===== src/rtl/brb_pkg.sv =====
package brb_pkg;

   // Default geometry of the buffer.
   localparam int CAPACITY_DEF     = 4096;
   localparam int MAX_TRANSFER_DEF = 64;

   // Fixed field widths of the request and response items.
   localparam int BYTE_W      = 8;
   localparam int LEN_W       = 7;
   localparam int KIND_W      = 2;
   localparam int COUNT_OUT_W = 13;

   // Stream bus widths: request data is byte plus length, padded to 16 bits;
   // response data is byte plus two counts, padded to 40 bits.
   localparam int REQ_DATA_W = 16;
   localparam int REQ_USER_W = 3;
   localparam int RSP_DATA_W = 40;
   localparam int RSP_USER_W = 2;

   // Entries in the command queue between front and back.
   localparam int QUEUE_DEPTH = 2;

   // Request kinds carried in the low bits of req_tuser.
   typedef enum logic [KIND_W-1:0] {
      REQ_ENQUEUE = 2'd0,
      REQ_DEQUEUE = 2'd1,
      REQ_PEEK    = 2'd2,
      REQ_CLEAR   = 2'd3
   } req_kind_type;

   // Work handed from the front to the back.
   typedef enum logic [1:0] {
      CMD_NOTE  = 2'd0,
      CMD_WRITE = 2'd1,
      CMD_READ  = 2'd2
   } cmd_kind_type;

   typedef struct packed {
      cmd_kind_type            kind;
      logic                    refused;
      logic [BYTE_W-1:0]       data;
      logic [LEN_W-1:0]        length;
      logic [COUNT_OUT_W-1:0]  used_bytes;
      logic [COUNT_OUT_W-1:0]  free_bytes;
   } cmd_type;

   // One response item.
   typedef struct packed {
      logic [BYTE_W-1:0]       out_byte;
      logic                    has_data;
      logic                    refused;
      logic                    last;
      logic [COUNT_OUT_W-1:0]  used_bytes;
      logic [COUNT_OUT_W-1:0]  free_bytes;
   } res_type;

endpackage


===== src/rtl/brb_queue.sv =====
module brb_queue #(
   parameter int WIDTH = 1,
   parameter int DEPTH = brb_pkg::QUEUE_DEPTH
) (
   input  logic             clock,
   input  logic             reset,
   input  logic             push,
   input  logic [WIDTH-1:0] push_data,
   input  logic             pop,
   output logic             head_valid,
   output logic [WIDTH-1:0] head_data,
   output logic             full
);

   localparam int IDX_W  = (DEPTH > 1) ? $clog2(DEPTH) : 1;
   localparam int FILL_W = $clog2(DEPTH + 1);
   localparam logic [IDX_W-1:0]  LAST_IDX = IDX_W'(DEPTH - 1);
   localparam logic [FILL_W-1:0] FULL_FILL = FILL_W'(DEPTH);

   logic [WIDTH-1:0]  entries_ff [DEPTH];
   logic [IDX_W-1:0]  rd_idx_ff, rd_idx_in;
   logic [IDX_W-1:0]  wr_idx_ff, wr_idx_in;
   logic [FILL_W-1:0] fill_ff, fill_in;

   assign head_valid = fill_ff != '0;
   assign full       = fill_ff == FULL_FILL;
   assign head_data  = entries_ff[rd_idx_ff];

   // Ring indices and fill level.
   always_comb begin
      rd_idx_in = rd_idx_ff;
      wr_idx_in = wr_idx_ff;
      if (pop) begin
         rd_idx_in = (rd_idx_ff == LAST_IDX) ? '0 : rd_idx_ff + IDX_W'(1);
      end
      if (push) begin
         wr_idx_in = (wr_idx_ff == LAST_IDX) ? '0 : wr_idx_ff + IDX_W'(1);
      end
      case ({push, pop})
         2'b10:   fill_in = fill_ff + FILL_W'(1);
         2'b01:   fill_in = fill_ff - FILL_W'(1);
         default: fill_in = fill_ff;
      endcase
   end

   always_ff @(posedge clock) begin
      if (reset) begin
         rd_idx_ff <= '0;
         wr_idx_ff <= '0;
         fill_ff   <= '0;
      end else begin
         rd_idx_ff <= rd_idx_in;
         wr_idx_ff <= wr_idx_in;
         fill_ff   <= fill_in;
      end
   end

   // Entry storage.
   always_ff @(posedge clock) begin
      if (push) begin
         entries_ff[wr_idx_ff] <= push_data;
      end
   end

endmodule


===== config.mk =====
export PLATFORM = sky130hd
export DESIGN_NAME = brb_queue
export DESIGN_NICKNAME = d
export VERILOG_FILES = /design/src/rtl/brb_pkg.sv /design/src/rtl/brb_queue.sv
export SDC_FILE = /design/constraint.sdc
export NUM_CORES = 1
export LEC_CHECK = 0
export BUFFER_PORTS_ARGS = -buffer_cell sky130_fd_sc_hd__buf_2
export CAP_MARGIN = 20
export CORE_AREA = 3 3 40 42
export DETAILED_ROUTE_END_ITERATION = 16
export DIE_AREA = 0 0 43 45
export PLACE_DENSITY_LB_ADDON = 0.2
export SETUP_SLACK_MARGIN = 0.1
export SLEW_MARGIN = 5
export SYNTH_ARGS = -nofsm -noshare
export SYNTH_HDL_FRONTEND = slang
export SYNTH_SLANG_ARGS = --single-unit

===== constraint.sdc =====
create_clock -name clock -period 2.7 [get_ports clock]
set_clock_uncertainty 0.15 [all_clocks]
set_input_delay 0.81 -clock clock [delete_from_list [all_inputs] [get_ports clock]]
set_output_delay 0.81 -clock clock [all_outputs]
set_load 0.05 [all_outputs]

==> results.cfg <==
[min_path]
whs_endpoint = fill_ff[1]
worstHoldStart = fill_ff[1]
hold_class = reg -> reg
min_path_cells = 2

[detailed_routing]
wire_per_inst_um = 8.12
drc = 0
drtIter0Drc = 0
vias = 192
drt_wl_total_um = 414
ant_nets = 0
via_per_inst = 3.76
drt_pre_antenna_iters = 1

[place]
place.gp.congestion = 0.673
io_buffers = 7
hpwl_um = 339
placed_cells = 47

[finish]
diodes = 0
nNetsFinal = 43
drive_gt1_share_pct = 36.1
stdcell_count = 51
syn_to_final_growth_pct = 28.7

[timing]
maxSlewViolCount = 0
period_share_pct = 75.4
final_hold_viol_count = 0
fin_setup_tns_ps = 0
fmax_mhz = 491
hold_ws_ps = 340
finalSetupViolCount = 0
slew_headroom_pct = 83.4
rsz0062_at_grt = false
tightest_slew_ps = 251
fin_crit_ps = 2040

[setup_path]
path_cells = mux2_2 > buf_2
ff2ff_path_depth = 3
cp.required_ps = 1740
r2r_start = fill_ff[0]
slowest_stage = mux2_2
startpoint_type = flip-flop
cpPeakStageDelay_ps = 320
rr_endpoint = fill_ff[1]
endpoint_kind = primary output
arrival_ps = 1080
worstSetupPathType = reg -> out
cp_max_fo = 1
r2r_setup_slack_ps = 1570

[grt]
antenna_found_initial = 0
grt_pass1_wl_um = 717
overflow = 0
grt_pass1_vias = 199
grt_max_degree = 6
track_usage_pct = 5.10

[floorplanning]
fp-row-count = 13
die_w_um = 43
die_h_um = 45
core_mm2 = 0.00128
start_util_pct = 21.7
ios = 8
die-area_mm2 = 0.00194

[yosys]
ys_seq_area_share_pct = 57.4
ys_warn_count = 0
synthCells = 25
syn_area_um2 = 279
avgSynthCellArea_um2 = 11.2
synthesis.nets = 31
synth.distinct_cells = 14
ys_ff_latch = 7

[cts]
clk_latency_ps = 240
ctsLongestPathBuffers = 2
clock_sinks = 7
tritoncts = done
post_cts_buffers = 0
numCtsBuffers = 3
clk_pin_slew_ps = 50
cts_hold_buffers = 0
cts_resized = 0
cts.htree.levels = 1
cts_root_buf = clkbuf_4

[run]
drv_cap = 0

[status]
status = finished clean

[power_and_ir_drop]
power_leakage_nw = 0.158
peakVddDrop_mv = 0.254
p_per_area_mw_per_mm2 = 781
[per-layer routing]
layer | routed length [um] | track usage, % | up-vias
li1 | - | - | 104
met1 | 198 | 5.62 | 82
met2 | 177 | 7.49 | 6
met3 | 38 | 3.98 | 0
met4 | 0 | 1.81 | 0
met5 | 0 | 0 | -
[cell usage after synthesis, drive strengths merged]
cell / n / area share, %
inv: 1 / 1.3
nor2: 5 / 6.7
ha: 1 / 4.5
xnor2: 3 / 9.4
o21ai: 1 / 1.8
dfxtp: 5 / 36
mux2: 1 / 4.0
or2: 1 / 2.2
and2: 1 / 2.2
and2b: 1 / 3.1
xor2: 1 / 3.1
edfxtp: 2 / 22
a21oi: 1 / 1.8
or3: 1 / 2.2
[cells in the final DEF (no fill, tap or decap)]
cell type  Yosys  final
a21oi_1        1      1
and2_1         1      1
and2b_2        1      1
buf_2          0      7
clkbuf_1       0      1
clkbuf_4       0      3
dfxtp_1        5      5
edfxtp_1       2      2
ha_1           1      1
inv_1          1      1
mux2_2         1      1
nor2_1         5      5
o21ai_0        1      1
or2_2          1      1
or3_1          1      1
xnor2_1        3      3
xor2_1         1      1
[report_power, final]
group          leakage (nW)  switching, mW  total, mW  internal, mW
clock network        0.0150         0.0350     0.0912        0.0562
logic                0.0829         0.0398     0.0631        0.0233
registers            0.0603        0.00668      0.126         0.120
[per-stage QoR]
stage / utilization, % / total power, mW / instance area (um^2) / setup slack (ps)
after global routing: 27.9 / 0.300 / 359 / 622
after global placement: 25.9 / 0.191 / 333 / 717
after CTS: 27.9 / 0.286 / 359 / 651
after floorplan: - / 0.178 / 279 / 869
after detailed placement: 25.9 / 0.193 / 333 / 684
final: 27.9 / 0.280 / 359 / 663
[critical path: cells and delay by family, from the launching register on]
family | cells | cell delay [ps]
buf+inv | 1 | 210
mux | 1 | 320
flops | 1 | 310
[worst max path at each step]
stage                from         end  slack [ps]  cells after the start
4_1_cts        fill_ff[0]  head_valid         650                      2
2_1_floorplan        push  fill_ff[1]         870                      4
6_report        flip-flop   head_data         660                      2
3_3_place_gp         push  fill_ff[1]         720                      5
3_5_place_dp         push  fill_ff[1]         680                      5
5_1_grt        fill_ff[0]  head_valid         620                      2
[cells by family after synthesis]
family	synth area share (%)
compound gates	3.58
xor+xnor	12.6
fa+ha+maj	4.48
buf+inv	1.34
flops	57.4
mux	4.04
simple gates	16.6
[final cells by class]
| cell class | instances | area [um^2] |
|---|---|---|
| timing repair buffer | 7 | 35.0 |
| multi-input combinational | 17 | 115 |
| inverter | 1 | 3.75 |
| fill | 142 | 926 |
| sequential | 7 | 160 |
| tap | 15 | 18.8 |
| clock buffer | 4 | 26.3 |
Power figures use the tool's default switching activity.
