### config.mk
export PLATFORM = sky130hd
export DESIGN_NAME = brb_front
export DESIGN_NICKNAME = d
export VERILOG_FILES = /design/src/rtl/brb_pkg.sv /design/src/rtl/brb_front.sv
export SDC_FILE = /design/constraint.sdc
export NUM_CORES = 1
export LEC_CHECK = 0
export BUFFER_PORTS_ARGS = -buffer_cell sky130_fd_sc_hd__buf_2
export CORE_ASPECT_RATIO = 0.7
export CORE_MARGIN = 3
export CORE_UTILIZATION = 50
export DETAILED_ROUTE_END_ITERATION = 8
export GPL_TIMING_DRIVEN = 0
export PLACE_DENSITY = 0.74
export SLEW_MARGIN = 20
export SYNTH_ARGS = -nofsm -noshare
export SYNTH_HDL_FRONTEND = slang
export SYNTH_SLANG_ARGS = --single-unit
### constraint.sdc
create_clock -name clock -period 6.1 [get_ports clock]
set_input_delay 1.22 -clock clock [delete_from_list [all_inputs] [get_ports clock]]
set_output_delay 1.22 -clock clock [all_outputs]
set_load 0.02 [all_outputs]
### src/rtl/brb_pkg.sv
package brb_pkg;

   // Default geometry of the buffer.
   localparam int CAPACITY_DEF     = 4096;
   localparam int MAX_TRANSFER_DEF = 64;

   // Fixed field widths of the request and response items.
   localparam int BYTE_W      = 8;
   localparam int LEN_W       = 7;
   localparam int KIND_W      = 2;
   localparam int COUNT_OUT_W = 13;

   // Stream bus widths: request data is byte plus length, padded to 16 bits;
   // response data is byte plus two counts, padded to 40 bits.
   localparam int REQ_DATA_W = 16;
   localparam int REQ_USER_W = 3;
   localparam int RSP_DATA_W = 40;
   localparam int RSP_USER_W = 2;

   // Entries in the command queue between front and back.
   localparam int QUEUE_DEPTH = 2;

   // Request kinds carried in the low bits of req_tuser.
   typedef enum logic [KIND_W-1:0] {
      REQ_ENQUEUE = 2'd0,
      REQ_DEQUEUE = 2'd1,
      REQ_PEEK    = 2'd2,
      REQ_CLEAR   = 2'd3
   } req_kind_type;

   // Work handed from the front to the back.
   typedef enum logic [1:0] {
      CMD_NOTE  = 2'd0,
      CMD_WRITE = 2'd1,
      CMD_READ  = 2'd2
   } cmd_kind_type;

   typedef struct packed {
      cmd_kind_type            kind;
      logic                    refused;
      logic [BYTE_W-1:0]       data;
      logic [LEN_W-1:0]        length;
      logic [COUNT_OUT_W-1:0]  used_bytes;
      logic [COUNT_OUT_W-1:0]  free_bytes;
   } cmd_type;

   // One response item.
   typedef struct packed {
      logic [BYTE_W-1:0]       out_byte;
      logic                    has_data;
      logic                    refused;
      logic                    last;
      logic [COUNT_OUT_W-1:0]  used_bytes;
      logic [COUNT_OUT_W-1:0]  free_bytes;
   } res_type;

endpackage

### src/rtl/brb_front.sv
module brb_front #(
   parameter int CAPACITY     = brb_pkg::CAPACITY_DEF,
   parameter int MAX_TRANSFER = brb_pkg::MAX_TRANSFER_DEF,
   parameter int PTR_W        = $clog2(CAPACITY)
) (
   input  logic                          clock,
   input  logic                          reset,
   input  logic                          req_accept,
   input  brb_pkg::req_kind_type         req_kind,
   input  logic [brb_pkg::BYTE_W-1:0]    in_byte,
   input  logic                          run_start,
   input  logic [brb_pkg::LEN_W-1:0]     req_length,
   output brb_pkg::cmd_type              cmd,
   output logic [PTR_W-1:0]              cmd_addr
);

   localparam int LEN_W  = brb_pkg::LEN_W;
   localparam int OUT_W  = brb_pkg::COUNT_OUT_W;
   localparam int CNT_W  = $clog2(CAPACITY + 1);
   localparam int SUM_W  = ((PTR_W > LEN_W) ? PTR_W : LEN_W) + 1;
   localparam int CMP_W  = (CNT_W > LEN_W) ? CNT_W : LEN_W;
   localparam logic [CNT_W-1:0] CAP_CNT = CNT_W'(CAPACITY);
   localparam logic [SUM_W-1:0] CAP_SUM = SUM_W'(CAPACITY);
   localparam logic [LEN_W-1:0] MAX_LEN = LEN_W'(MAX_TRANSFER);

   // Base plus offset, folded back into the buffer; the sum stays below
   // twice the capacity, so one subtraction suffices.
   function automatic logic [PTR_W-1:0] wrap_add(input logic [PTR_W-1:0] base,
                                                 input logic [LEN_W-1:0] step);
      logic [SUM_W-1:0] sum;
      sum = SUM_W'(base) + SUM_W'(step);
      if (sum >= CAP_SUM) begin
         sum = sum - CAP_SUM;
      end
      return sum[PTR_W-1:0];
   endfunction

   // Counts are reported modulo 2^13.
   function automatic logic [OUT_W-1:0] out_count(input logic [CNT_W-1:0] c);
      logic [CNT_W+OUT_W-1:0] wide;
      wide = (CNT_W + OUT_W)'(c);
      return wide[OUT_W-1:0];
   endfunction

   logic [PTR_W-1:0] rd_ptr_ff, rd_ptr_in;
   logic [PTR_W-1:0] wr_ptr_ff, wr_ptr_in;
   logic [CNT_W-1:0] count_ff, count_in;
   logic [LEN_W-1:0] run_rem_ff, run_rem_in;
   logic             run_acc_ff, run_acc_in;
   logic [LEN_W-1:0] run_off_ff, run_off_in;

   logic [CNT_W-1:0] free_cnt;
   logic             fits;
   logic             have_data;
   logic             len_bad;
   logic [LEN_W-1:0] eff_rem;
   logic             eff_acc;
   logic [LEN_W-1:0] eff_off;
   logic [LEN_W-1:0] new_rem;
   logic [LEN_W-1:0] new_off;
   brb_pkg::cmd_kind_type kind;
   logic             refused;

   // Run bookkeeping as seen by this byte: a run start opens a fresh run.
   assign free_cnt  = CAP_CNT - count_ff;
   assign fits      = CMP_W'(free_cnt) >= CMP_W'(req_length);
   assign have_data = CMP_W'(count_ff) >= CMP_W'(req_length);
   assign len_bad   = (req_length == '0) || (req_length > MAX_LEN);
   assign eff_rem   = run_start ? req_length : run_rem_ff;
   assign eff_acc   = run_start ? fits : run_acc_ff;
   assign eff_off   = run_start ? '0 : run_off_ff;
   assign new_rem   = eff_rem - LEN_W'(1);
   assign new_off   = eff_off + LEN_W'(1);

   // Classify the request and work out the pointer state after it.
   always_comb begin
      rd_ptr_in  = rd_ptr_ff;
      wr_ptr_in  = wr_ptr_ff;
      count_in   = count_ff;
      run_rem_in = run_rem_ff;
      run_acc_in = run_acc_ff;
      run_off_in = run_off_ff;
      kind       = brb_pkg::CMD_NOTE;
      refused    = 1'b0;
      cmd_addr   = wr_ptr_ff;
      case (req_kind)
         brb_pkg::REQ_ENQUEUE: begin
            if (run_start ? len_bad : (run_rem_ff == '0)) begin
               // Bad run length or a stray byte: refuse, no run left open.
               refused    = 1'b1;
               run_rem_in = '0;
               run_acc_in = 1'b0;
               run_off_in = '0;
            end else if (eff_acc) begin
               kind     = brb_pkg::CMD_WRITE;
               cmd_addr = wrap_add(wr_ptr_ff, eff_off);
               if (new_rem == '0) begin
                  // Final byte of the run commits it.
                  wr_ptr_in  = wrap_add(wr_ptr_ff, new_off);
                  count_in   = count_ff + CNT_W'(new_off);
                  run_rem_in = '0;
                  run_acc_in = 1'b0;
                  run_off_in = '0;
               end else begin
                  run_rem_in = new_rem;
                  run_acc_in = 1'b1;
                  run_off_in = new_off;
               end
            end else begin
               // Run without space: every byte of it is dropped.
               refused    = 1'b1;
               run_rem_in = new_rem;
               run_acc_in = 1'b0;
               run_off_in = '0;
            end
         end
         brb_pkg::REQ_DEQUEUE, brb_pkg::REQ_PEEK: begin
            if (req_length == '0) begin
               refused = 1'b0;
            end else if ((req_length > MAX_LEN) || !have_data) begin
               refused = 1'b1;
            end else begin
               kind     = brb_pkg::CMD_READ;
               cmd_addr = rd_ptr_ff;
               if (req_kind == brb_pkg::REQ_DEQUEUE) begin
                  rd_ptr_in = wrap_add(rd_ptr_ff, req_length);
                  count_in  = count_ff - CNT_W'(req_length);
               end
            end
         end
         brb_pkg::REQ_CLEAR: begin
            rd_ptr_in  = '0;
            wr_ptr_in  = '0;
            count_in   = '0;
            run_rem_in = '0;
            run_acc_in = 1'b0;
            run_off_in = '0;
         end
         default: begin
            refused = 1'b1;
         end
      endcase
   end

   // Command for the back, carrying the counts after this request.
   always_comb begin
      cmd.kind       = kind;
      cmd.refused    = refused;
      cmd.data       = in_byte;
      cmd.length     = req_length;
      cmd.used_bytes = out_count(count_in);
      cmd.free_bytes = out_count(CAP_CNT - count_in);
   end

   // Pointer and run state move on every accepted transfer.
   always_ff @(posedge clock) begin
      if (reset) begin
         rd_ptr_ff  <= '0;
         wr_ptr_ff  <= '0;
         count_ff   <= '0;
         run_rem_ff <= '0;
         run_acc_ff <= 1'b0;
         run_off_ff <= '0;
      end else if (req_accept) begin
         rd_ptr_ff  <= rd_ptr_in;
         wr_ptr_ff  <= wr_ptr_in;
         count_ff   <= count_in;
         run_rem_ff <= run_rem_in;
         run_acc_ff <= run_acc_in;
         run_off_ff <= run_off_in;
      end
   end

endmodule

==> results by group <==
Run status
  – Status: finished clean

STA
  – Fin. Hold Viols: 0
  – Final-report setup violation count: 0
  – TNS Setup: 0 ps
  – Worst slew margin: 30.1%
  – Worst clock skew: 5.02 ps
  – Tightest Pin Transition: 1040 ps
  – Slew Viols, Final: 0
  – Tcrit/Tclk final: 98.8%
  – Max Clk Rate: 166 MHz
  – Fin crit period: 6030 ps

Place
  – RD Place Congestion: 0.987
  – Port Buf Inserts: 66
  – Placed standard-cell area: 6160 um^2
  – HPWL Detailed: 13.6 mm

GRT
  – GRT overflow: 0
  – Total track usage: 27.2%
  – First-pass GRT wire length: 27.3 mm
  – Initial antenna violation count: 0
  – Largest net degree at the start of global routing: 16
  – Number of global-route vias before repair: 5278

Setup path
  – Critical Path RT: 4880 ps
  – Setup crit start kind: primary input
  – Crit Path Class: primary input to output port
  – Critical Path Fanout Max: 10
  – Worst setup EP type: output port
  – WP data arrival: 4810 ps

Min path
  – Hold Path Class: flop to flop

Logic synthesis
  – Top cells by count, synth: nor2_1 (95), dfxtp_1 (52), a21oi_1 (50)
  – Post-synth EDFFs: 0
  – Syn Nets: 810
  – Post-Syn Instances: 735
  – #FFs+latches synth: 52
  – Synthesized area: 5620 um^2
  – Top FF cell, synth: dfxtp_1
  – Share of the synthesized area in the top cell type: 18.5%
  – Syn. warnings: 0
  – Sequential area share after synthesis: 18.5%
  – Syn Area/Cell: 7.64 um^2
  – FFs w/ async S/R, synth: 0%
  – Synth top area cells: dfxtp_1 (19%), ha_1 (11%), nor2_1 (6.3%)
  – Top-count cell post-synth: nor2_1
  – Synth cell types: 77
  – Yosys top cell by area: dfxtp_1

Final layout
  – Layout fillers: 929
  – Nets: 905
  – Area Overhead vs Synth: 19.3%
  – Post-route cell area: 6700 um^2
  – ANT cells: 0
  – Layout cells sized above 1: 20.2%

Clock tree
  – H-tree levels: 2
  – Number of buffers created by CTS: 5
  – Clk_lat worst skew: 300 ps
  – Clock-pin slew on the worst setup and hold paths: 70 ps
  – CTS tree: built
  – Clock sinks: 52
  – Clk root buf: clkbuf_16
  – Worst-case clock buffer depth: 2

Routing
  – Remaining DRCs: 0
  – ANT nets after route: 0
  – Drt first pass iters: 5
  – DR iter-0 viols: 682
  – Vias per Instance: 6.03
  – WL/cell: 18.4 um
  – WL final: 18.0 mm
  – Vias: 5895

Floorplanning
  – Rows: 31
  – Core area: 10600 um^2
  – Initial core utilization: 52.8%
  – Die footprint: 12600 um^2
  – Die W: 133 um
  – Die Span Y: 94.7 um
  – IO Count: 77

Power and ir drop
  – Pwr dens: 160 nW/um^2
  – P_leak: 2.99 nW
  – Total design power: 1.07 mW
  – VDD IR-drop max: 112 uV

Job
  – Number of max-cap violations: 0
==> worst max-delay path, stage by stage <==
cell and delay, ps:
buf_2 170, inv_2 90, ha_1 240, or3_1 370
a2111o_1 430, a211o_1 330, o211a_4 310, buf_6 160
mux2i_1 220, nor2_1 100, a21oi_2 190, ha_2 240
nand3_4 130, nor4_2 280, xnor2_1 150, buf_2 190
==> what timing repair did <==
| item | in CTS | in global routing |
|---|---|---|
| setup endpoints to repair | 17 | 9 |
| pin swaps | 4 | 9 |
| hold buffers | 0 | 0 |
| cloned | 0 | 1 |
| buffers inserted | 6 | 16 |
| resized for setup | 22 | 31 |
==> state kept, by name, summed over array words and instances, names as in the netlist <==
| name | cells |
|---|---|
| run_rem_ff | 7 |
| run_off_ff | 7 |
| rd_ptr_ff | 12 |
| count_ff | 13 |
| run_acc_ff | 1 |
| wr_ptr_ff | 12 |
==> final cells by class <==
class | instances | area (um^2) | area share [%]
multi-input combinational | 587 | 4300 | 64.2
sequential | 52 | 1040 | 15.6
timing repair buffer | 89 | 531 | 7.92
buffer | 52 | 342 | 5.10
tap | 148 | 185 | 2.76
inverter | 43 | 161 | 2.41
clock buffer | 5 | 125 | 1.87
clock inverter | 2 | 12.5 | 0.187
==> worst paths after layout <==
check        slack (ps)     endpoint  depth (start not counted)     startpoint
max                  70      cmd[10]                         16  req_length[6]
min                 510   run_acc_ff                          2     run_acc_ff
max reg2reg        2080  count_ff[7]                         17    count_ff[0]
min reg2reg         510   run_acc_ff                          2     run_acc_ff
==> cells by family after synthesis <==
family                     count (synthesis)  share of synthesized area [%]
muxes                                     26                           4.66
and+or+nand+nor                          261                           23.3
DFF                                       52                           18.5
AOI/OAI and AO/OA                        185                           23.0
buffers and inverters                     96                           8.29
adders and majority gates                 57                           13.2
xor gates and xnor gates                  58                           9.04
==> layer usage <==
layer | wire [um] | GRT usage [%] | vias up
met1 | 8280 | 40.2 | 2730
met4 | 225 | 5.54 | 0
met2 | 7500 | 40.9 | 328
li1 | - | - | 2808
met5 | 0 | 0 | -
met3 | 1960 | 5.64 | 29
==> metrics by stage <==
step                      worst slack (ps)  hold slack, ps  utilization (%)  cells
after global placement                -779             470             57.9    949
after floorplan                       36.4             458                -    735
after detailed placement              -863             486             57.9    949
final                                 72.7             511             63.1    978
after global routing                 -91.7             524             63.1    978
after CTS                             37.8             508             60.8    962
==> placed cells by master (no fill, tap or decap), types with 7 or more instances in the layout <==
cell      synthesis  layout
nor2_1           95      94
buf_2             2      65
dfxtp_1          52      51
a21oi_1          50      48
ha_1             49      47
inv_1            43      40
buf_4            17      38
nand2_1          37      37
xnor2_1          37      37
clkbuf_1         27      27
o21ai_0          26      24
nand3_1          24      24
nor3_1           26      23
mux2i_1          25      23
xor2_1           21      20
nor2b_1          17      17
a21o_1           16      15
a22oi_1          15      14
a211oi_1         10      10
or3_1             9       8
o211ai_1          8       8
o21a_1            7       7
a31oi_1           7       7
nand4_1           7       7
==> power by group <==
part	total [mW]	internal [mW]	switching [mW]	leakage, nW
combinational	0.423	0.170	0.252	2.51
sequential	0.364	0.348	0.0157	0.422
clock	0.287	0.150	0.137	0.0657
Note: power is estimated with default switching activity, not from simulation.
